==> config.mk <==
export PLATFORM = sky130hd
export DESIGN_NAME = adl_lane
export DESIGN_NICKNAME = d
export VERILOG_FILES = /design/src/hw/rtl/adl_pkg.sv /design/src/hw/rtl/adl_lane.sv
export SDC_FILE = /design/constraint.sdc
export NUM_CORES = 2
export LEC_CHECK = 0
export ABC_AREA = 0
export BUFFER_PORTS_ARGS = -buffer_cell sky130_fd_sc_hd__buf_2
export CORE_AREA = 5 5 262 264
export DETAILED_ROUTE_END_ITERATION = 6
export DIE_AREA = 0 0 267 269
export HOLD_SLACK_MARGIN = 0.05
export PLACE_DENSITY = 0.68
export SYNTH_ARGS = -nofsm -noshare
export SYNTH_HDL_FRONTEND = slang
export SYNTH_SLANG_ARGS = --single-unit
==> constraint.sdc <==
create_clock -name clock -period 7.55 [get_ports clock]
set_input_delay 0.3775 -clock clock [delete_from_list [all_inputs] [get_ports clock]]
set_output_delay 0.3775 -clock clock [all_outputs]
set_load 0.005 [all_outputs]
==> src/hw/rtl/adl_pkg.sv <==
package adl_pkg;

   localparam int LANE_COUNT         = 4;
   localparam int NUM_INPUT_FEATURES = 4;

   localparam int FEAT_W     = 16;
   localparam int WEIGHT_W   = 32;
   localparam int LR_W       = 16;
   localparam int LABEL_W    = 2;
   localparam int CLASS_W    = 2;
   localparam int CORR_W     = 18;
   localparam int FRAC_SHIFT = 8;

   localparam int PROD_W      = FEAT_W + WEIGHT_W;
   localparam int SUM_W       = PROD_W + $clog2(LANE_COUNT + 1);
   localparam int SHIFTED_W   = SUM_W - FRAC_SHIFT;
   localparam int DELTA_W     = CORR_W + FEAT_W;

   localparam logic [LR_W-1:0] LR_RESET = LR_W'(655);

   typedef logic signed [FEAT_W-1:0]   feat_type;
   typedef logic signed [WEIGHT_W-1:0] weight_type;
   typedef logic signed [PROD_W-1:0]   prod_type;
   typedef logic signed [SUM_W-1:0]    sum_type;
   typedef logic signed [SHIFTED_W-1:0] wide_type;
   typedef logic signed [DELTA_W-1:0]  delta_type;
   typedef logic signed [CORR_W-1:0]   corr_type;
   typedef logic signed [CLASS_W-1:0]  class_type;
   typedef logic signed [LABEL_W-1:0]  label_type;

   localparam weight_type ONE_Q16    = weight_type'(65536);
   localparam weight_type WEIGHT_MAX = {1'b0, {(WEIGHT_W-1){1'b1}}};
   localparam weight_type WEIGHT_MIN = {1'b1, {(WEIGHT_W-1){1'b0}}};

   localparam class_type CLASS_POS = class_type'(1);
   localparam class_type CLASS_NEG = class_type'(-1);
   localparam label_type LABEL_NEG2 = label_type'(-2);
   localparam label_type LABEL_NEG1 = label_type'(-1);

   typedef struct packed {
      logic load_feat;
      logic load_prod;
      logic load_delta;
      logic update;
   } lane_ctrl_type;

   // Clamp a wide signed value to the signed 32-bit weight range.
   function automatic weight_type sat_weight(input wide_type v);
      wide_type hi;
      wide_type lo;
      hi = {{(SHIFTED_W-WEIGHT_W){1'b0}}, WEIGHT_MAX};
      lo = {{(SHIFTED_W-WEIGHT_W){1'b1}}, WEIGHT_MIN};
      if (v > hi) begin
         return WEIGHT_MAX;
      end else if (v < lo) begin
         return WEIGHT_MIN;
      end
      return v[WEIGHT_W-1:0];
   endfunction

endpackage

==> src/hw/rtl/adl_lane.sv <==
module adl_lane (
   input  logic                   clock,
   input  logic                   reset,
   input  adl_pkg::lane_ctrl_type ctrl,
   input  adl_pkg::feat_type      feature,
   input  adl_pkg::corr_type      corr,
   output adl_pkg::prod_type      prod
);

   adl_pkg::feat_type   feat_ff;
   adl_pkg::weight_type weight_ff;
   adl_pkg::weight_type weight_in;
   adl_pkg::prod_type   prod_ff;
   adl_pkg::prod_type   prod_in;
   adl_pkg::delta_type  delta_ff;
   adl_pkg::delta_type  delta_in;
   adl_pkg::wide_type   weight_sum;

   always_comb begin
      prod_in  = adl_pkg::prod_type'(feat_ff) * adl_pkg::prod_type'(weight_ff);
      delta_in = adl_pkg::delta_type'(corr) * adl_pkg::delta_type'(feat_ff);
      // Arithmetic shift rounds the Q10.24 step toward minus infinity.
      weight_sum = adl_pkg::wide_type'(weight_ff)
                 + adl_pkg::wide_type'(delta_ff >>> adl_pkg::FRAC_SHIFT);
      weight_in  = adl_pkg::sat_weight(weight_sum);
   end

   always_ff @(posedge clock) begin
      if (reset) begin
         weight_ff <= adl_pkg::ONE_Q16;
      end else if (ctrl.update) begin
         weight_ff <= weight_in;
      end
   end

   always_ff @(posedge clock) begin
      if (ctrl.load_feat) begin
         feat_ff <= feature;
      end
      if (ctrl.load_prod) begin
         prod_ff <= prod_in;
      end
      if (ctrl.load_delta) begin
         delta_ff <= delta_in;
      end
   end

   assign prod = prod_ff;

endmodule

Word level (Yosys, flattened, before mapping)
Index checks and enable logic that the tools add are counted.

cells by class
  $mul = 2
  mux-type cells = 5
  magnitude comparators = 2
  add/subtract/negate cells = 1

operators by type and width
  cell                    count
  $mux W32                3
  $mul A16 B32 Y48        1
  $mul A18 B16 Y34        1
  $add A32 B26 Y33        1
  $gt A33 B32 Y1 const B  1
  $lt A33 B32 Y1 const B  1
  $mux W1                 2

word-level totals
  output and inout bits = 48
  logic and storage cells = 14
  register bits after elaboration = 130
  input port bits = 40

Longest topological paths before layout
  word-level depth = 5
  depth in mapped cells = 25
  mapped depth without buffers = 24

Worst setup path after synthesis
OpenSTA, ideal clock, no wires.

  path type = flip-flop to flip-flop
  start point = register feat_ff[1]
  end point = register prod_ff[46], in the netlist prod[46] (data pin)
  setup slack = 1.044 ns
  stages on the path, launching flop included = 23
  library setup time = 0.266 ns
  clock period less this slack = 6.506 ns
  path buffers = 3
  data arrival time = 6.240 ns
  data required time = 7.284 ns
  path through = edfxtp_1 > clkbuf_1 > clkbuf_1 > nand2_1 > fa_1 > fa_1 > inv_1 > fa_1 > fa_1 > inv_1 > fa_1 > fa_1 > inv_1 > ha_1 > clkbuf_1 > nand4_1 > or3_1 > o21ai_1 > a211oi_1 > a21oi_1 > a31oi_1 > o2111ai_1 > or3b_1

between the ends
  cells in the longest elaborated chain, start to end = 1

RTL lines
  what                      RTL line        RTL
  start: declaration        adl_lane.sv:10  adl_pkg::feat_type feat_ff;
  start signal: assignment  adl_lane.sv:38  feat_ff <= feature;
  $mul A16 B32 Y48          adl_lane.sv:20  prod_in = adl_pkg::prod_type'(feat_ff) * adl_pkg::prod_type'(weight_ff);
  named net prod_in[46]     adl_lane.sv:14  adl_pkg::prod_type prod_in;
  end signal: assignment    adl_lane.sv:41  prod_ff <= prod_in;
  end: declaration          adl_lane.sv:13  adl_pkg::prod_type prod_ff;

The timed path passes the listed nets, and every way through them passes these cells.
A chain may end at the register's enable or synchronous reset.

Final worst setup path
  start point = register feat_ff[10]
  end point = register prod_ff[46], in the netlist prod[46] (data pin)

Same word-level chain as after synthesis.

==> summary.txt <==
Run status
  – Status: complete, no violations

STA
  – Endpoints failing setup: 0
  – Fin crit share: 0.950
  – Final WS setup: 0.375 ns
  – Worst-Margin Slew: 1.05 ns
  – Final Hold Slack: 0.0825 ns
  – Final hold violations: 0
  – Unrepaired setup endpoints after global routing: false
  – Max Clk Rate: 139 MHz
  – Clock skew: 0.0133 ns
  – Slew Limit Fails: 0
  – Final Critical Period: 7.17 ns
  – Rel. slew slack: 0.300

Run
  – Max Cap Viol: 0

Logic synthesis
  – Synth Area in Adders: 0.542
  – Yosys warns: 0
  – Mapped Area: 34,000 µm²
  – Unique cell type count in the Yosys netlist: 71
  – Post-synthesis mux area share: 0.000626
  – Syn avg cell area: 9.27 µm²
  – Async SR Flop Fraction: 0
  – Yosys top cell by area: fa_1
  – Mapped Cells: 3,667
  – Simple-Gate Fraction of Synth Area: 0.143
  – Synth top area cells: fa_1 (46%), inv_1 (9.9%), ha_1 (8.4%)
  – Syn_nets: 4,712
  – Post-synth top area share: 0.457
  – Primary FF master, synth: edfxtp_1
  – Synth Area in Compound Gates: 0.0705
  – Post-synthesis xor/xnor area fraction: 0.0286
  – Seq/Total Area, Yosys: 0.0984
  – #FFs+latches synth: 122
  – Largest family of logic cells by synthesized area: adder cells
  – Post-synth EDFFs: 90

Placement
  – DP HPWL: 65.2 mm
  – GPL Wtd Cong: 0.902
  – Post-Place Worst Slack: 0.377 ns
  – Input/output buffers: 87
  – Placed cells: 4,552

Worst setup path
  – FF-to-FF Start: feat_ff[10]
  – Worst setup SP type: flip-flop
  – Worst path most repeated cell: fa_1
  – Critical path cell sequence: nand2_1 -> fa_1 -> inv_1 -> fa_1 -> fa_1 -> fa_1 -> fa_1 -> inv_1 -> fa_1 -> inv_1 -> ha_1 -> nand4_1 -> or3_1 -> o21ai_1 -> buf_4 -> a211oi_1 -> buf_4 -> a21oi_1 -> a31oi_1 -> o2111ai_1 -> or3b_1
  – RR Endpoint: prod[46]
  – Critical path required time: 7.77 ns
  – R2R Setup Slk: 0.38 ns
  – Crit path buffers/inverters: 5
  – Top Family by Delay on Critical Path: adder cells
  – Slowest stage delay, CP: 0.93 ns
  – CP Max Fanout: 21
  – Slowest-stage cell, CP: edfxtp_1
  – CP endpoint kind: flip-flop
  – Cell count of the worst reg-to-reg path: 21
  – Critical path class: reg2reg
  – Critical Path AT: 7.39 ns

Finish
  – NumNets Final: 4,752
  – Register Area: 3340 µm²
  – Area occupied by multi-input gates: 26,700 µm²
  – Area Overhead vs Synth: 6.98%
  – Filler cell count: 6,000
  – Most common cell after layout, fill and taps aside: inv_1
  – Commonest cells after routing, fill and taps aside: inv_1 (895), fa_1 (776), nand2_1 (499)
  – Non-Filler Instances: 4,596
  – Share of cells above drive strength 1: 0.0610

Floorplanning
  – Cell Rows: 95
  – Die Y: 269 µm
  – I/O pin total: 88
  – Core area: 66,300 µm²
  – Total Die Area: 71,800 µm²
  – Initial Utilization: 0.512
  – Die W: 267 µm

Detailed routing
  – DR vias: 24,156
  – Met2 wire length: 37.9 mm
  – DRC: 0
  – WL per Instance: 17.3 µm
  – WL met1: 34.6 mm
  – WL final: 79.6 mm
  – Post-route ant nets: 0
  – Vias/cell: 5.26
  – Initial DRC Count: 1,560
  – Total iterations of the first detailed-routing run: 5
  – Top sig layer: met5
  – Met3 wire length: 5.28 mm

Global route
  – Largest net degree at the start of global routing: 49
  – First-pass GRT wire length: 136 mm
  – Gr usage total: 0.235
  – Global route overflow: 0
  – Initial antenna violation count: 5
  – Vias in the first global route: 26,560

Worst hold path
  – Hold_sp: feature[3]
  – Worst hold path type: in2reg
  – Worst hold endpoint: feat_ff[3]
  – Depth of the worst hold-timing path: 1

Clock tree
  – CTS buffer count: 17
  – CTS tree: done
  – Worst skew pair latency: 0.46 ns
  – Hold-fix buffers, CTS: 0
  – Clk Tree Root Cell: clkbuf_16
  – Clock Tree Buf Depth: 2
  – H-tree depth: 4
  – Worst-path clk slew: 0.07 ns
  – CTS sink count: 122
[how the worst max path moves through the flow]
stage                       from        to  slack [ns]  cells after the start
finish               feat_ff[10]  prod[46]        0.38                     21
global placement    weight_ff[6]  prod[47]       -0.61                     23
global route          feat_ff[2]  prod[44]        0.02                     24
floorplan             feat_ff[1]  prod[46]        1.04                     22
detailed placement    feat_ff[9]  prod[47]        0.38                     23
CTS                   feat_ff[9]  prod[44]        0.37                     23
[registers in the layout, summed over array words and instances (netlist names)]
signal,count
prod,48
feat_ff,16
weight_ff,32
delta_ff,26
[routing by layer]
layer / track usage / vias to the layer above
met2: 0.391 / 766
met1: 0.325 / 12222
met5: 0 / -
met3: 0.0381 / 118
li1: - / 11046
met4: 0.0609 / 4
[repair_timing]
action / 4_1_cts / 5_1_grt
gates resized for setup: 0 / 1
setup endpoints to repair: 0 / 6
setup buffers: 0 / 9
[synth_stat cells (5+ instances only)]
master,number
o21ai_1,31
a21o_1,44
o221a_1,18
a21oi_1,106
clkbuf_1,157
dfxtp_1,32
nand2_1,499
fa_1,776
ha_1,229
nand4_1,12
o211ai_1,7
a211oi_1,15
nor2_1,89
o21a_1,18
o21bai_1,12
a31oi_1,8
a2111oi_0,5
nand3_1,22
o2111ai_1,5
edfxtp_1,90
nand2b_1,21
a311oi_1,6
xnor2_1,78
nor2b_1,10
inv_1,895
and2_1,301
a221o_1,11
xor2_1,31
nor3_1,28
and3_1,14
o21ai_0,33
[stage by stage]
stage | TNS, ns | utilization | instance area (µm²)
after floorplan | 0 | - | 34000
after CTS | 0 | 0.547 | 36300
after global placement | -2.26 | 0.536 | 35600
after global routing | 0 | 0.548 | 36400
final | 0 | 0.548 | 36400
after detailed placement | 0 | 0.537 | 35600
[layout make-up]
class | count | area share
Multi-Input combinational cell | 2485 | 0.733
Inverter | 896 | 0.0925
Sequential cell | 122 | 0.0920
Timing Repair Buffer | 185 | 0.0335
Tap cell | 873 | 0.0300
Clock buffer | 17 | 0.0117
Clock inverter | 15 | 0.00674
Antenna cell | 3 | 0.000206
[logic make-up after synthesis]
group / count (synthesis)
flip-flops: 122
adder cells (fa/ha/maj): 1006
buffers and inverters: 1060
AND/OR/NAND/NOR: 1014
multiplexers: 2
AO/OA/AOI/OAI: 353
XOR/XNOR: 110
Power is left out: the tool's default activity adds up to more than one toggle a clock period on the data nets, which glitch-free logic cannot reach.
