--- config.mk ---
export PLATFORM = sky130hd
export DESIGN_NAME = adl_merge
export DESIGN_NICKNAME = d
export VERILOG_FILES = /design/src/hw/rtl/adl_pkg.sv /design/src/hw/rtl/adl_merge.sv
export SDC_FILE = /design/constraint.sdc
export NUM_CORES = 1
export LEC_CHECK = 0
export BUFFER_PORTS_ARGS = -buffer_cell sky130_fd_sc_hd__buf_2
export CAP_MARGIN = 20
export CORE_MARGIN = 4
export CORE_UTILIZATION = 49
export DETAILED_ROUTE_END_ITERATION = 10
export PLACE_DENSITY = 0.91
export SLEW_MARGIN = 0
export SYNTH_ARGS = -nofsm -noshare
export SYNTH_HDL_FRONTEND = slang
export SYNTH_SLANG_ARGS = --single-unit
--- constraint.sdc ---
create_clock -name clock -period 4.65 [get_ports clock]
set_clock_uncertainty 0.05 [all_clocks]
set_input_delay 0.93 -clock clock [delete_from_list [all_inputs] [get_ports clock]]
set_output_delay 0.93 -clock clock [all_outputs]
set_load 0.01 [all_outputs]
--- src/hw/rtl/adl_pkg.sv ---
package adl_pkg;

   localparam int LANE_COUNT         = 4;
   localparam int NUM_INPUT_FEATURES = 4;

   localparam int FEAT_W     = 16;
   localparam int WEIGHT_W   = 32;
   localparam int LR_W       = 16;
   localparam int LABEL_W    = 2;
   localparam int CLASS_W    = 2;
   localparam int CORR_W     = 18;
   localparam int FRAC_SHIFT = 8;

   localparam int PROD_W      = FEAT_W + WEIGHT_W;
   localparam int SUM_W       = PROD_W + $clog2(LANE_COUNT + 1);
   localparam int SHIFTED_W   = SUM_W - FRAC_SHIFT;
   localparam int DELTA_W     = CORR_W + FEAT_W;

   localparam logic [LR_W-1:0] LR_RESET = LR_W'(655);

   typedef logic signed [FEAT_W-1:0]   feat_type;
   typedef logic signed [WEIGHT_W-1:0] weight_type;
   typedef logic signed [PROD_W-1:0]   prod_type;
   typedef logic signed [SUM_W-1:0]    sum_type;
   typedef logic signed [SHIFTED_W-1:0] wide_type;
   typedef logic signed [DELTA_W-1:0]  delta_type;
   typedef logic signed [CORR_W-1:0]   corr_type;
   typedef logic signed [CLASS_W-1:0]  class_type;
   typedef logic signed [LABEL_W-1:0]  label_type;

   localparam weight_type ONE_Q16    = weight_type'(65536);
   localparam weight_type WEIGHT_MAX = {1'b0, {(WEIGHT_W-1){1'b1}}};
   localparam weight_type WEIGHT_MIN = {1'b1, {(WEIGHT_W-1){1'b0}}};

   localparam class_type CLASS_POS = class_type'(1);
   localparam class_type CLASS_NEG = class_type'(-1);
   localparam label_type LABEL_NEG2 = label_type'(-2);
   localparam label_type LABEL_NEG1 = label_type'(-1);

   typedef struct packed {
      logic load_feat;
      logic load_prod;
      logic load_delta;
      logic update;
   } lane_ctrl_type;

   // Clamp a wide signed value to the signed 32-bit weight range.
   function automatic weight_type sat_weight(input wide_type v);
      wide_type hi;
      wide_type lo;
      hi = {{(SHIFTED_W-WEIGHT_W){1'b0}}, WEIGHT_MAX};
      lo = {{(SHIFTED_W-WEIGHT_W){1'b1}}, WEIGHT_MIN};
      if (v > hi) begin
         return WEIGHT_MAX;
      end else if (v < lo) begin
         return WEIGHT_MIN;
      end
      return v[WEIGHT_W-1:0];
   endfunction

endpackage

--- src/hw/rtl/adl_merge.sv ---
module adl_merge (
   input  logic                clock,
   input  logic                load,
   input  adl_pkg::prod_type   prod [adl_pkg::LANE_COUNT],
   input  adl_pkg::weight_type bias,
   output adl_pkg::weight_type net_sum,
   output adl_pkg::class_type  pred_class
);

   adl_pkg::sum_type  sum_ff;
   adl_pkg::sum_type  sum_in;
   adl_pkg::wide_type shifted;

   always_comb begin
      sum_in = adl_pkg::sum_type'(bias) <<< adl_pkg::FRAC_SHIFT;
      for (int i = 0; i < adl_pkg::LANE_COUNT; i++) begin
         sum_in = sum_in + adl_pkg::sum_type'(prod[i]);
      end
   end

   always_ff @(posedge clock) begin
      if (load) begin
         sum_ff <= sum_in;
      end
   end

   // Back to Q16.16, rounding toward minus infinity, then clamp.
   assign shifted    = adl_pkg::wide_type'(sum_ff >>> adl_pkg::FRAC_SHIFT);
   assign net_sum    = adl_pkg::sat_weight(shifted);
   assign pred_class = (net_sum > 0) ? adl_pkg::CLASS_POS : adl_pkg::CLASS_NEG;

endmodule

== Word level (Yosys, flattened, before mapping) ==
Cells that the tools add are included.

* Memory bits (read-only): 0
* Input port bits: 226
* RAM bits: 0
* Register bits after elaboration: 51
* Latch bits: 0
* Output and inout port bits: 34
* Logic and storage cells: 14
* Memories kept: 0

* Shift-type cells: 0
* $mul: 0
* $add $sub $neg: 4
* Equal/unequal tests: 0
* Magnitude comparators: 3
* Reduce and logical (&&, ||, !) cells: 0
* Divide/modulo/power cells: 0
* Bitwise logic cells: 0
* Mux-type cells: 6

{| class="wikitable"
|+ Operators with widths
! kind !! count
|-
| 2-to-1 mux 32 bit || 3
|-
| adder 50 x 48 -> 51 bit || 1
|-
| adder 51 x 48 -> 51 bit || 1
|-
| adder 49 x 48 -> 50 bit || 1
|-
| adder 40 x 48 -> 49 bit || 1
|-
| greater-than comparator 43 x 32 -> 1 bit (second input constant) || 1
|-
| less-than comparator 43 x 32 -> 1 bit (second input constant) || 1
|-
| greater-than comparator 32 x 1 -> 1 bit (second input constant) || 1
|-
| 2-to-1 mux 1 bit || 2
|-
| 2-to-1 mux 2 bit || 1
|}

== Longest topological paths before layout ==
* Depth in word-level cells: 6
* Depth in mapped cells: 18
* Depth with buffers taken out: 17

== Least setup slack after synthesis ==
Ideal clock, no wire load.

* Kind: input to register
* From: input port prod[29] (netlist name)
* To: register sum_ff[48], data pin
* Data arrival time: 4.630 ns
* Stages on the path: 18
* Path buffers: 1
* Path slack: -0.288 ns
* Required time: 4.342 ns
* Library setup time: 0.258 ns
* Cells stage by stage: inv_1 -> fa_1 -> inv_1 -> fa_1 -> inv_1 -> fa_1 -> inv_1 -> ha_1 -> clkbuf_1 -> a21oi_1 -> o21ai_1 -> a221o_1 -> a21o_1 -> a221oi_2 -> o31ai_2 -> a32oi_1 -> o221ai_2 -> xnor2_1

* Word-level cells in the longest chain between the ends: 1

{| class="wikitable"
|+ Ends and longest elaborated chain
! item !! line !! source
|-
| start: declaration || adl_merge.sv:4 || <nowiki>input adl_pkg::prod_type prod [adl_pkg::LANE_COUNT],</nowiki>
|-
| adder 51 x 48 -> 51 bit || adl_merge.sv:17 || <nowiki>sum_in = sum_in + adl_pkg::sum_type'(prod[i]);</nowiki>
|-
| net sum_in[48] || adl_merge.sv:11 || <nowiki>adl_pkg::sum_type sum_in;</nowiki>
|-
| end signal: assignment || adl_merge.sv:23 || <nowiki>sum_ff <= sum_in;</nowiki>
|-
| end: declaration || adl_merge.sv:10 || <nowiki>adl_pkg::sum_type sum_ff;</nowiki>
|}

The timed path passes the listed nets, and every way through them passes these cells.
A chain may end at the register's enable or synchronous reset.

== Worst setup path in the final report ==
* From: input port prod[63] (netlist name)
* To: register sum_ff[47], data pin

* Word-level cells in the longest chain between the ends: 2

{| class="wikitable"
|+ Ends and longest elaborated chain
! item !! line
|-
| adder 50 x 48 -> 51 bit || adl_merge.sv:17
|-
| adder 51 x 48 -> 51 bit || adl_merge.sv:17
|-
| net sum_in[47] || adl_merge.sv:11
|}

The timed path passes the listed nets, and every way through them passes these cells.

==> out/results.txt <==
Pre-antenna DRT Iters - 5
number of global-route vias before repair - 8264
endpoints failing setup - 13
via-per-instance ratio - 4.91
number of hold-repair buffers added at the cts stage - 0
Synth Warn # - 0
Comb pwr share - 0.812
category of the worst setup path capture point - flop
async set-reset flop share out of synthesis - 0
Final nets - 1779
net switching fraction of the power - 0.457
Overall Power - 0.00718 W
detailed-route DRC error count - 0
width of the die - 140 um
Peak supply drop - 0.295 mV
maximum number of pins on one net before global-route repair - 44
synthesized netlist net count - 1405
setup slack after layout - -0.129 ns
critical path class - input port to flop
boundary pin count - 260
antenna violations before repair - 0
maximum buffer depth of the clock tree - 2
Syn-to-layout area delta - 38.7%
CTS clk-pin slew, worst paths - 0.06 ns
register bit count reported by yosys - 43
largest reg by FF count - sum_ff
first-pass GRT wire length - 36.8 mm
Clock Power Share - 0.055
sequential cell area fraction in the yosys report - 0.151
First DRT Iteration DRCs - 502
max_cap viols - 0
Max Transition Viols Final - 0
area of the core region - 16800 um^2
clock tree from TritonCTS - yes
number of flip-flops in the largest register - 43
status - finished with violations
area of the die - 19600 um^2
level count of the clock H-tree - 2
Worst Tran Pin Value - 0.973 ns
average size of a mapped cell - 8.64 um^2
min-delay worst type - input port to flop
count of port buffers added during placement - 258
Tot GR Track Use - 0.225
Tcrit/Tclk final - 1.03
Net Switching - 0.00328 W
final critical path time including I/O delays and setup - 4.78 ns
CP Data Arrival Time - 4.76 ns
routed via count - 7760
post-DR wirelength/cell - 14.4 um
required time of the critical path - 4.63 ns
number of distinct library cell variants in the gate-level netlist after synthesis - 62
total wire length after detailed routing - 22.7 mm
Most used DFF post-synth - sky130_fd_sc_hd__edfxtp_1
number of antenna cells inserted - 0
root cell of the clock tree - sky130_fd_sc_hd__clkbuf_16
synthesized instance count - 988
number of filler cells placed in the layout - 1233
number of enable flip-flop cells after synthesis - 43
number of clock sinks seen by CTS - 43
remaining max-slew budget at the tightest pin - 0.351
initial cell density of the core - 0.508
worst setup path start - prod[63]
internal portion of total power - 0.00390 W
ratio of cells with drive above 1 in the final layout - 0.380
Leakage - 6.61 nW
setup repair after global routing missed its margin - true
placer congestion estimate - 0.898
highest net fanout along the worst path - 3
row count - 47
Hold Vio Cnt, Final - 0
Post-DRT Antenna Nets - 0
cell area after synthesis - 8540 um^2
beginning of the worst hold path - load
failing checks - negative setup slack
TritonCTS Buffers - 5
total congestion overflow after global routing - 0
Sequential Power Share - 0.133
f_max - 0.209 GHz
endpoint of the most critical setup path - sum_ff[47]
HPWL reported at the end of detailed placement - 19.3 mm
accumulated negative setup slack - -0.868 ns
DIE HEIGHT - 140 um
Critical Path Start Type - input port
cell area power density - 607 nW/um^2
top flop regs - sum_ff: 43 flops
[metrics by stage]
| step | util | hold WS, ns | setup WS [ns] | instances | cell area [um^2] |
|---|---|---|---|---|---|
| 2_1_floorplan | - | 0.992 | -0.189 | 988 | 8760 |
| 3_3_place_gp | 0.663 | 1.42 | -0.440 | 1568 | 11200 |
| 3_5_place_dp | 0.663 | 1.43 | -0.531 | 1568 | 11200 |
| 4_1_cts | 0.688 | 1.32 | -0.161 | 1579 | 11600 |
| 5_1_grt | 0.704 | 1.36 | -0.269 | 1582 | 11800 |
| 6_report | 0.704 | 1.31 | -0.129 | 1582 | 11800 |
[per-layer routing]
layer / up-vias / global-route usage / routed length, um
met4: 0 / 0.0673 / 751
met1: 3689 / 0.275 / 8880
met3: 58 / 0.0375 / 1420
met5: - / 0 / 0
met2: 298 / 0.408 / 11700
li1: 3715 / - / -
[worst min path at each step]
| stage | cells past startpoint | slack (ns) | endpoint |
|---|---|---|---|
| 2_1_floorplan | 0 | 0.99 | sum_ff[10] |
| 3_3_place_gp | 2 | 1.42 | net_sum[1] |
| 3_5_place_dp | 2 | 1.43 | net_sum[3] |
| 4_1_cts | 1 | 1.32 | sum_ff[8] |
| 5_1_grt | 1 | 1.36 | sum_ff[46] |
| 6_report | 1 | 1.31 | sum_ff[47] |
[cell type report]
| class | instances | area (um^2) | share of cell area |
|---|---|---|---|
| Inverter | 396 | 1500 | 0.127 |
| Clock buffer | 5 | 125 | 0.0106 |
| Sequential cell | 43 | 1290 | 0.109 |
| Clock inverter | 2 | 37.5 | 0.00317 |
| Multi-Input combinational cell | 532 | 6330 | 0.535 |
| Timing Repair Buffer | 384 | 2270 | 0.192 |
| Tap cell | 220 | 275 | 0.0233 |
[what timing repair did]
item                       4_1_cts  5_1_grt
setup endpoints to repair       22       27
hold endpoints to repair         0        0
pin swaps                       42       51
gates resized for setup         47       64
buffers inserted                 4        3
cloned                           0        0
[critical path: stages]
cell	delay, ns
sky130_fd_sc_hd__buf_8	0.07
sky130_fd_sc_hd__inv_4	0.03
sky130_fd_sc_hd__fa_1	0.56
sky130_fd_sc_hd__inv_2	0.04
sky130_fd_sc_hd__fa_1	0.53
sky130_fd_sc_hd__inv_2	0.05
sky130_fd_sc_hd__fa_1	0.51
sky130_fd_sc_hd__inv_2	0.04
sky130_fd_sc_hd__ha_4	0.23
sky130_fd_sc_hd__a21oi_4	0.16
sky130_fd_sc_hd__o21a_1	0.17
sky130_fd_sc_hd__o22ai_1	0.08
sky130_fd_sc_hd__a311o_1	0.32
sky130_fd_sc_hd__o31ai_4	0.37
sky130_fd_sc_hd__o22ai_2	0.15
sky130_fd_sc_hd__buf_4	0.17
sky130_fd_sc_hd__o41ai_4	0.23
sky130_fd_sc_hd__xnor2_1	0.11
[synth_stat cells (all sizes together), types with 6 or more instances]
master / number / area share
inv: 396 / 0.17
fa: 138 / 0.32
ha: 53 / 0.078
a21oi: 48 / 0.029
a21o: 46 / 0.040
edfxtp: 43 / 0.15
xnor2: 33 / 0.034
nand2: 30 / 0.013
o21ai: 27 / 0.016
nor2: 23 / 0.010
clkbuf: 13 / 0.0057
xor2: 10 / 0.010
nor4: 9 / 0.0066
and3: 8 / 0.0059
nand3: 8 / 0.0047
nand4: 8 / 0.0059
nor2b: 8 / 0.0059
o21bai: 8 / 0.0070
a31oi: 6 / 0.0044
nor3: 6 / 0.0035
[layout by cell type, fill, tap and decap left out, types with 6 or more instances in the layout]
cell type	n
sky130_fd_sc_hd__ha_4	18
sky130_fd_sc_hd__and3_1	6
sky130_fd_sc_hd__nand2_1	24
sky130_fd_sc_hd__a21oi_2	16
sky130_fd_sc_hd__o21bai_1	8
sky130_fd_sc_hd__inv_1	371
sky130_fd_sc_hd__nor2_1	22
sky130_fd_sc_hd__nand3_1	7
sky130_fd_sc_hd__o21ai_0	15
sky130_fd_sc_hd__fa_1	138
sky130_fd_sc_hd__ha_1	32
sky130_fd_sc_hd__buf_2	252
sky130_fd_sc_hd__inv_2	22
sky130_fd_sc_hd__a21o_1	46
sky130_fd_sc_hd__o21ai_2	10
sky130_fd_sc_hd__nor4_1	9
sky130_fd_sc_hd__buf_4	127
sky130_fd_sc_hd__nand4_1	8
sky130_fd_sc_hd__xnor2_1	33
sky130_fd_sc_hd__a21oi_1	29
sky130_fd_sc_hd__xor2_1	9
sky130_fd_sc_hd__edfxtp_1	43
[cells by family after synthesis]
| logic type | after synthesis | synth area share |
|---|---|---|
| adders and majority gates | 191 | 0.401 |
| and+or+nand+nor | 118 | 0.0718 |
| buffers and inverters | 413 | 0.183 |
| xor gates and xnor gates | 43 | 0.0441 |
| DFF | 43 | 0.151 |
| other | 1 | 0.000439 |
| AOI/OAI and AO/OA | 179 | 0.148 |
[power by group through the flow]
| stage | Clock (W) | Sequential [W] | Combinational (W) |
|---|---|---|---|
| after floorplan | 0 | 0.000898 | 0.00322 |
| final | 0.000393 | 0.000959 | 0.00583 |
| after global routing | 0.000409 | 0.000976 | 0.00637 |
| after detailed placement | 0 | 0.000957 | 0.00516 |
| after CTS | 0.000395 | 0.000951 | 0.00544 |
| after global placement | 0 | 0.000950 | 0.00503 |
(Power assumes the default switching activity.)
